===== src/sv/slcp_pkg.sv =====
// Shared constants and types for the serial LED command parser.
package slcp_pkg;

   localparam int LINE_BYTES = 64;
   localparam int LEN_W      = $clog2(LINE_BYTES);
   localparam int NUM_KEYS   = 7;
   localparam int VAL_W      = 10;
   localparam int POS_W      = 3;

   localparam logic [VAL_W-1:0] LED_COUNT_RESET = 10'd150;
   localparam logic [VAL_W-1:0] STEP_RESET      = 10'd1;

   localparam logic [7:0] CHAR_NEWLINE = 8'h0A;
   localparam logic [7:0] CHAR_NUL     = 8'h00;
   localparam logic [7:0] CHAR_ZERO    = 8'h30;
   localparam logic [7:0] CHAR_NINE    = 8'h39;
   localparam logic [7:0] CHAR_Z       = 8'h7A;

   // Key slots, in the order the trackers are instantiated.
   localparam int KEY_MODE  = 0;
   localparam int KEY_RED   = 1;
   localparam int KEY_GREEN = 2;
   localparam int KEY_BLUE  = 3;
   localparam int KEY_FIRST = 4;
   localparam int KEY_LAST  = 5;
   localparam int KEY_STEP  = 6;

   // Window limits: one skipped byte plus the digit places.
   localparam logic [POS_W-1:0] WINDOW_ONE   = 3'd2;
   localparam logic [POS_W-1:0] WINDOW_THREE = 3'd4;

   function automatic logic [7:0] key_char(input int idx);
      logic [7:0] code;
      case (idx)
         KEY_MODE:  code = 8'h6D;  // m
         KEY_RED:   code = 8'h72;  // r
         KEY_GREEN: code = 8'h67;  // g
         KEY_BLUE:  code = 8'h62;  // b
         KEY_FIRST: code = 8'h66;  // f
         KEY_LAST:  code = 8'h6C;  // l
         default:   code = 8'h69;  // i
      endcase
      return code;
   endfunction

   typedef struct packed {
      logic scan;
      logic clear;
   } slcp_ctrl_type;

   typedef struct packed {
      logic [3:0]       mode;
      logic [7:0]       red;
      logic [7:0]       green;
      logic [7:0]       blue;
      logic [VAL_W-1:0] first_led;
      logic [VAL_W-1:0] last_led;
      logic [VAL_W-1:0] led_step;
   } slcp_cmd_type;

endpackage


===== src/sv/slcp_key_track.sv =====
// Per-key tracker: first-appearance detection, read window and decimal accumulator.
module slcp_key_track
   import slcp_pkg::*;
(
   input  logic                clock,
   input  logic                reset,
   input  slcp_ctrl_type       ctrl,
   input  logic [7:0]          rx_byte,
   input  logic [7:0]          key_code,
   input  logic [POS_W-1:0]    window_lim,
   output logic                seen,
   output logic [VAL_W-1:0]    acc
);

   logic             seen_ff, seen_in;
   logic [POS_W-1:0] pos_ff, pos_in;
   logic [VAL_W-1:0] acc_ff, acc_in;
   logic             is_digit;
   logic [VAL_W-1:0] times_ten;

   assign is_digit  = (rx_byte >= CHAR_ZERO) && (rx_byte <= CHAR_NINE);
   assign times_ten = (acc_ff << 3) + (acc_ff << 1);

   always_comb begin
      seen_in = seen_ff;
      pos_in  = pos_ff;
      acc_in  = acc_ff;
      if (ctrl.clear) begin
         seen_in = 1'b0;
         pos_in  = '0;
         acc_in  = '0;
      end else if (ctrl.scan) begin
         if (seen_ff) begin
            if (pos_ff < window_lim) begin
               pos_in = pos_ff + POS_W'(1);
               // The byte right after the key is skipped; digits count from place two.
               if ((pos_ff != '0) && is_digit) begin
                  acc_in = times_ten + VAL_W'(rx_byte[3:0]);
               end
            end
         end else if (rx_byte == key_code) begin
            seen_in = 1'b1;
            pos_in  = '0;
            acc_in  = '0;
         end
      end
   end

   always_ff @(posedge clock) begin
      if (reset) begin
         seen_ff <= 1'b0;
         pos_ff  <= '0;
         acc_ff  <= '0;
      end else begin
         seen_ff <= seen_in;
         pos_ff  <= pos_in;
         acc_ff  <= acc_in;
      end
   end

   assign seen = seen_ff;
   assign acc  = acc_ff;

endmodule


===== src/sv/slcp_line_ctrl.sv =====
// Line framing, zero-byte cut, 'z' detection and the kept command values.
module slcp_line_ctrl
   import slcp_pkg::*;
(
   input  logic                             clock,
   input  logic                             reset,
   input  logic                             step,
   input  logic [7:0]                       rx_byte,
   input  logic [VAL_W-1:0]                 led_count,
   input  logic [NUM_KEYS-1:0]              key_seen,
   input  logic [NUM_KEYS-1:0][VAL_W-1:0]   key_acc,
   output slcp_ctrl_type                    ctrl,
   output logic                             emit,
   output slcp_cmd_type                     cmd
);

   logic [LEN_W-1:0] len_ff, len_in;
   logic             cut_ff, cut_in;
   logic             z_ff, z_in;
   slcp_cmd_type     kept_ff, kept_in;
   logic             line_end;

   assign line_end = (rx_byte == CHAR_NEWLINE) || (len_ff == LEN_W'(LINE_BYTES - 1));

   // A zero byte cuts the line before it is scanned itself.
   assign ctrl.clear = step && line_end;
   assign ctrl.scan  = step && !line_end && !cut_ff && (rx_byte != CHAR_NUL);

   always_comb begin
      len_in  = len_ff;
      cut_in  = cut_ff;
      z_in    = z_ff;
      kept_in = kept_ff;
      if (ctrl.clear) begin
         len_in = '0;
         cut_in = 1'b0;
         z_in   = 1'b0;
         if (key_seen[KEY_MODE]) begin
            kept_in.mode = (key_acc[KEY_MODE] <= VAL_W'(9)) ? key_acc[KEY_MODE][3:0] : '0;
         end
         if (key_seen[KEY_RED]) begin
            kept_in.red = (key_acc[KEY_RED] <= VAL_W'(255)) ? key_acc[KEY_RED][7:0] : '0;
         end
         if (key_seen[KEY_GREEN]) begin
            kept_in.green = (key_acc[KEY_GREEN] <= VAL_W'(255)) ? key_acc[KEY_GREEN][7:0] : '0;
         end
         if (key_seen[KEY_BLUE]) begin
            kept_in.blue = (key_acc[KEY_BLUE] <= VAL_W'(255)) ? key_acc[KEY_BLUE][7:0] : '0;
         end
         if (key_seen[KEY_FIRST]) begin
            kept_in.first_led = (key_acc[KEY_FIRST] <= led_count) ? key_acc[KEY_FIRST] : '0;
         end
         if (key_seen[KEY_LAST]) begin
            kept_in.last_led = (key_acc[KEY_LAST] <= led_count) ? key_acc[KEY_LAST] : '0;
         end
         if (key_seen[KEY_STEP]) begin
            kept_in.led_step = (key_acc[KEY_STEP] <= led_count) ? key_acc[KEY_STEP] : '0;
         end
      end else if (step) begin
         len_in = len_ff + LEN_W'(1);
         if (rx_byte == CHAR_NUL) begin
            cut_in = 1'b1;
         end
         if (ctrl.scan && (rx_byte == CHAR_Z)) begin
            z_in = 1'b1;
         end
      end
   end

   always_ff @(posedge clock) begin
      if (reset) begin
         len_ff            <= '0;
         cut_ff            <= 1'b0;
         z_ff              <= 1'b0;
         kept_ff.mode      <= '0;
         kept_ff.red       <= '0;
         kept_ff.green     <= '0;
         kept_ff.blue      <= '0;
         kept_ff.first_led <= '0;
         kept_ff.last_led  <= LED_COUNT_RESET;
         kept_ff.led_step  <= STEP_RESET;
      end else begin
         len_ff  <= len_in;
         cut_ff  <= cut_in;
         z_ff    <= z_in;
         kept_ff <= kept_in;
      end
   end

   assign emit = ctrl.clear && z_ff;
   assign cmd  = kept_in;

endmodule


===== src/sv/serial_led_command_parser_unit.sv =====
// Top level of the serial LED command parser: request and response registers, CSR.
//
// Usage: received characters enter on the req_ channel, one per request
// (req_rx_byte). Bytes are framed into lines ending at a newline or at the
// 64th byte, which is dropped. Keys m, r, g, b, f, l and i set the kept
// command values; a line that contained 'z' produces one response on the
// rsp_ channel carrying all seven kept values after that line's updates.
// Lines without 'z' produce no response.
// A request is parsed while it sits in the input register; its response,
// if any, is loaded into the response register when that request advances.
// Throughput: one request per cycle while no response waits on rsp_ready; the
// key trackers (shift-and-add multiply by ten each) sit between the registers.
// Stall: while a response waits on rsp_ready, the input register holds and
// req_ready drops once it is full; nothing is lost.
// csr_led_count bounds first, last and step; write it only while idle.
// Reset (synchronous) empties both registers, clears the line state and
// restores led_count 150, last 150, step 1 and the other values to zero.
module serial_led_command_parser_unit
   import slcp_pkg::*;
(
   input  logic             clock,
   input  logic             reset,
   input  logic             req_valid,
   output logic             req_ready,
   input  logic [7:0]       req_rx_byte,
   output logic             rsp_valid,
   input  logic             rsp_ready,
   output logic [3:0]       rsp_mode,
   output logic [7:0]       rsp_red,
   output logic [7:0]       rsp_green,
   output logic [7:0]       rsp_blue,
   output logic [VAL_W-1:0] rsp_first_led,
   output logic [VAL_W-1:0] rsp_last_led,
   output logic [VAL_W-1:0] rsp_led_step,
   input  logic             csr_valid,
   output logic             csr_ready,
   input  logic [VAL_W-1:0] csr_led_count
);

   logic [VAL_W-1:0] led_count_ff;
   logic             in_valid_ff;
   logic [7:0]       in_byte_ff;
   logic             out_valid_ff;
   slcp_cmd_type     out_cmd_ff;
   logic             step;
   slcp_ctrl_type    ctrl;
   logic             emit;
   slcp_cmd_type     cmd;

   logic [NUM_KEYS-1:0]            key_seen;
   logic [NUM_KEYS-1:0][VAL_W-1:0] key_acc;

   // The held request advances whenever the response register can take a result.
   assign step      = in_valid_ff && (!out_valid_ff || rsp_ready);
   assign req_ready = !in_valid_ff || step;
   assign csr_ready = 1'b1;

   always_ff @(posedge clock) begin
      if (reset) begin
         led_count_ff <= LED_COUNT_RESET;
         in_valid_ff  <= 1'b0;
         out_valid_ff <= 1'b0;
      end else begin
         if (csr_valid) begin
            led_count_ff <= csr_led_count;
         end
         if (req_ready) begin
            in_valid_ff <= req_valid;
         end
         if (step) begin
            out_valid_ff <= emit;
         end else if (rsp_ready) begin
            out_valid_ff <= 1'b0;
         end
      end
   end

   always_ff @(posedge clock) begin
      if (req_ready && req_valid) begin
         in_byte_ff <= req_rx_byte;
      end
      if (step && emit) begin
         out_cmd_ff <= cmd;
      end
   end

   slcp_line_ctrl u_line (
      .clock     (clock),
      .reset     (reset),
      .step      (step),
      .rx_byte   (in_byte_ff),
      .led_count (led_count_ff),
      .key_seen  (key_seen),
      .key_acc   (key_acc),
      .ctrl      (ctrl),
      .emit      (emit),
      .cmd       (cmd)
   );

   for (genvar k = 0; k < NUM_KEYS; k++) begin : g_key
      localparam logic [7:0]       KeyCode = key_char(k);
      localparam logic [POS_W-1:0] KeyLim  = (k == KEY_MODE) ? WINDOW_ONE : WINDOW_THREE;

      slcp_key_track u_track (
         .clock      (clock),
         .reset      (reset),
         .ctrl       (ctrl),
         .rx_byte    (in_byte_ff),
         .key_code   (KeyCode),
         .window_lim (KeyLim),
         .seen       (key_seen[k]),
         .acc        (key_acc[k])
      );
   end

   assign rsp_valid     = out_valid_ff;
   assign rsp_mode      = out_cmd_ff.mode;
   assign rsp_red       = out_cmd_ff.red;
   assign rsp_green     = out_cmd_ff.green;
   assign rsp_blue      = out_cmd_ff.blue;
   assign rsp_first_led = out_cmd_ff.first_led;
   assign rsp_last_led  = out_cmd_ff.last_led;
   assign rsp_led_step  = out_cmd_ff.led_step;

endmodule


===== config.mk =====
export PLATFORM = sky130hd
export DESIGN_NAME = serial_led_command_parser_unit
export DESIGN_NICKNAME = d
export VERILOG_FILES = /design/src/sv/slcp_pkg.sv /design/src/sv/slcp_key_track.sv /design/src/sv/slcp_line_ctrl.sv /design/src/sv/serial_led_command_parser_unit.sv
export SDC_FILE = /design/constraint.sdc
export NUM_CORES = 1
export LEC_CHECK = 0
export BUFFER_PORTS_ARGS = -buffer_cell sky130_fd_sc_hd__buf_2
export CORE_ASPECT_RATIO = 0.8
export CORE_MARGIN = 3
export CORE_UTILIZATION = 50
export DETAILED_ROUTE_END_ITERATION = 12
export GPL_TIMING_DRIVEN = 1
export PLACE_DENSITY_LB_ADDON = 0.3
export SETUP_SLACK_MARGIN = 0.4
export SLEW_MARGIN = 20
export SYNTH_ARGS = -nofsm -noshare
export SYNTH_HDL_FRONTEND = slang
export SYNTH_HIERARCHICAL = 1
export SYNTH_SLANG_ARGS = --single-unit

===== constraint.sdc =====
create_clock -name clock -period 13.49 [get_ports clock]
set_input_delay 2.698 -clock clock [delete_from_list [all_inputs] [get_ports clock]]
set_output_delay 2.698 -clock clock [all_outputs]
set_load 0.005 [all_outputs]

==> metrics.md <==
| Metric | Value |
|---|---|
| Remaining antenna violation count | 0 |
| Largest net degree at the start of global routing | 63 |
| DR vias/cell | ~5.8 |
| Initial DRC Count | just over 800 |
| Total wire length | 35000 um |
| Core area | between 20000 and 30000 um2 |
| Setup crit start kind | primary input |
| Gr ovfl total | 0 |
| Worst vdd ir | roughly 0.082 mV |
| GPL Wtd Cong | between 0.8 and 0.9 |
| Distinct cells, synth | between 70 and 80 |
| Router iterations before antenna repair | 5 |
| Tcrit/Tclk final | 0.432 |
| H-tree Lvls | 1 |
| Max Cap Viol | 0 |
| WP data required | ~11 ns |
| CTS Buf Count | 26 |
| Post-synth top area cell | dfxtp_1 |
| Hpwl dp | approximately 24000 um |
| Leakage | roughly 7.3 nW |
| Antenna violations before repair | 0 |
| Synth top area share | 0.237 |
| Critical Path AT | about 3.1 ns |
| Hold WC Path Type | register to register |
| Sink Count | 242 |
| Critical path type | primary input to primary output |
| Switching share of power | 0.232 |
| Flop pwr share | 0.468 |
| Synth warnings | 6 |
| Cell area after layout | approximately 17000 um2 |
| CP Capture Type | primary output |
| # hold bufs at CTS | 0 |
| Worst-Margin Slew | 1.00 ns |
| Post-Syn Area per Cell | 9.38 um2 |
| Synth top area cells | dfxtp_1, edfxtp_1, ha_1 |
| Outcome | complete, no violations |
| Resized cells post-CTS | 0 |
| Die Area | approximately 32000 um2 |
| Die width | 199 um |
| Worst relative slew slack | 0.330 |
| Clock power frac | 0.466 |
| Count of pins over their slew limit | 0 |
| Cell-internal power | 1.24 mW |
| CTS root buffer | clkbuf_16 |
| Asr flop ratio synth | 0 |
| TritonCTS clock tree | done |
| Via count | ~12000 |
| Yosys reg bits | around 240 |
| Synth Instances | roughly 1600 |
| Clock Skews | around 0.012 ns |
| Routed WL per cell | about 16 um |
| Global-route wire length before repair | about 59000 um |
| Post-synth top flop | dfxtp_1 |
| # DRC | 0 |
| Placed cell areas | between 15000 and 20000 um2 |
| # nets final | 1933 |
| Ratio of cells with drive above 1 in the final layout | 0.109 |
| CTS max path bufs | 3 |
| Clock transition at the registers of the reported paths | 0.06 ns |
| Setup TNS | 0 ns |
| Number of diodes | 0 |
| Crit path time final | roughly 5.8 ns |
| Setup bufs post-CTS | 0 |
| RSZ-0062 raised after global routing | false |
| Achievable clock frequency | between 0.15 and 0.2 GHz |
| Initial core utilization | 0.516 |
| Fillers | between 2000 and 3000 |
| Rows | 55 |
| Ports | 84 |
| Clk_lat worst skew | approximately 0.53 ns |
| Total Routing Usage GR | 0.218 |
| Critical-path maximum fanout | 3 |
| EDFF count, synth | 66 |
| Power Density | between 90 and 100 nW/um2 |
| Vias in the first global route | ~12000 |
| Die Height | roughly 160 um |
| Syn-to-layout area delta | 13.1% |
| Net load switching power | ~370 uW |
| Fin. Hold Viols | 0 |
| Setup-violating endpoint count in the final report | 0 |
| Register area share after synthesis | 0.371 |
| Port Buffers | 82 |
| Mapped Area | ~15000 um2 |
| Gate power share | 0.066 |
-- power groups by stage --
stage	combinational, mW	clock (mW)	sequential (mW)
finish	0.107	0.750	0.753
global route	0.119	0.797	0.753
detailed placement	0.105	0	0.769
global placement	0.100	0	0.768
floorplan	0.0703	0	0.773
CTS	0.105	0.765	0.753
-- placed cells by master, fill, tap and decap left out, types with 10 or more instances in the layout --
master,Yosys,layout
dfxtp_1,176,176
nand2_1,171,171
ha_1,157,157
a21oi_1,139,139
inv_1,115,115
nand3_1,100,100
xor2_1,84,84
buf_2,13,82
conb_1,2,78
edfxtp_1,66,66
nor2_1,59,59
o22ai_1,41,41
mux2i_1,35,35
o21ai_0,28,28
clkbuf_16,0,27
xnor2_1,26,26
a22o_1,25,25
nand4_1,24,24
nor4_1,21,21
nor2b_1,17,16
nor3_1,15,15
and2_1,14,14
o32ai_1,14,14
and3_1,14,14
fa_1,14,14
a32o_1,12,12
buf_4,1,11
a31oi_1,10,10
-- metal layers --
layer  GRT usage  vias to the layer above  routed length [um]
met1       0.313                     5877               16400
met5           0                        -                   0
li1            -                     6027                   -
met3      0.0388                       56                2100
met4      0.0441                        0                 639
met2       0.347                      297               15800
-- synth_stat cells, types with 15 or more instances --
library cell / n
dfxtp_1: 176
nand2_1: 171
ha_1: 157
a21oi_1: 139
inv_1: 115
nand3_1: 100
xor2_1: 84
edfxtp_1: 66
nor2_1: 59
o22ai_1: 41
mux2i_1: 35
o21ai_0: 28
xnor2_1: 26
a22o_1: 25
nand4_1: 24
nor4_1: 21
nor2b_1: 17
clkbuf_1: 15
nor3_1: 15
-- area by class of cell --
class                           count  area, um2  area share
Clock buffer                       36        729      0.0435
Tap cell                          370        463      0.0276
Clock inverter                     12        169      0.0101
Sequential cell                   242       5510       0.328
Timing Repair Buffer               93        493      0.0294
Multi-Input combinational cell   1261       8990       0.536
Inverter                          115        432      0.0257
-- logic make-up (layout without fill, tap and decap cells) --
| kind of cell | count (synthesis) | in the layout | share of synthesized area |
|---|---|---|---|
| AOI/OAI and AO/OA | 360 | 360 | 0.168 |
| adders and majority gates | 171 | 171 | 0.151 |
| muxes | 35 | 35 | 0.0236 |
| and+or+nand+nor | 507 | 507 | 0.178 |
| xor gates and xnor gates | 110 | 110 | 0.0649 |
| other | 2 | 78 | 0.000506 |
| DFF | 242 | 242 | 0.371 |
| buffers and inverters | 156 | 256 | 0.0434 |
-- final timing paths --
path                                           endpoint  slack (ns)                from  depth (start not counted)
worst max-delay path                          req_ready        7.66           rsp_ready                          3
worst min-delay path                 u_line/kept_ff[36]        0.46  u_line/kept_ff[36]                          2
worst min register to register       u_line/kept_ff[36]        0.46  u_line/kept_ff[36]                          2
worst max register to register  g_key[6].u_track/acc[8]        9.80       in_byte_ff[5]                          6
-- critical path: stages --
cell and delay, ns:
buf_2 0.10, nand3b_1 0.18, buf_2 0.15
-- sequential cells by signal, summed over array words and instances (netlist names) --
| signal | count |
|---|---|
| u_line/kept_ff | 58 |
| g_key.u_track/seen | 7 |
| rsp_red | 8 |
| rsp_mode | 4 |
| rsp_blue | 8 |
| rsp_first_led | 10 |
| rsp_led_step | 10 |
| g_key.u_track/pos_ff | 21 |
| led_count_ff | 10 |
| rsp_green | 8 |
| u_line/cut_ff | 1 |
| rsp_last_led | 10 |
| in_valid_ff | 1 |
| u_line/z_ff | 1 |
| u_line/len_ff | 6 |
| g_key.u_track/acc | 70 |
| in_byte_ff | 8 |
| rsp_valid | 1 |
-- through the flow --
step                      power, mW  utilization  worst slack [ns]  cells  hold WS (ns)
after global placement        0.869        0.552              7.68   2081         0.447
after floorplan               0.843            -              6.02   1659         0.429
after global routing           1.67        0.584              7.63   2129         0.477
after detailed placement      0.874        0.552              7.66   2081         0.453
after CTS                      1.62        0.584              7.65   2129         0.461
final                          1.61        0.584              7.66   2129         0.460
Power figures use the tool's default switching activity.
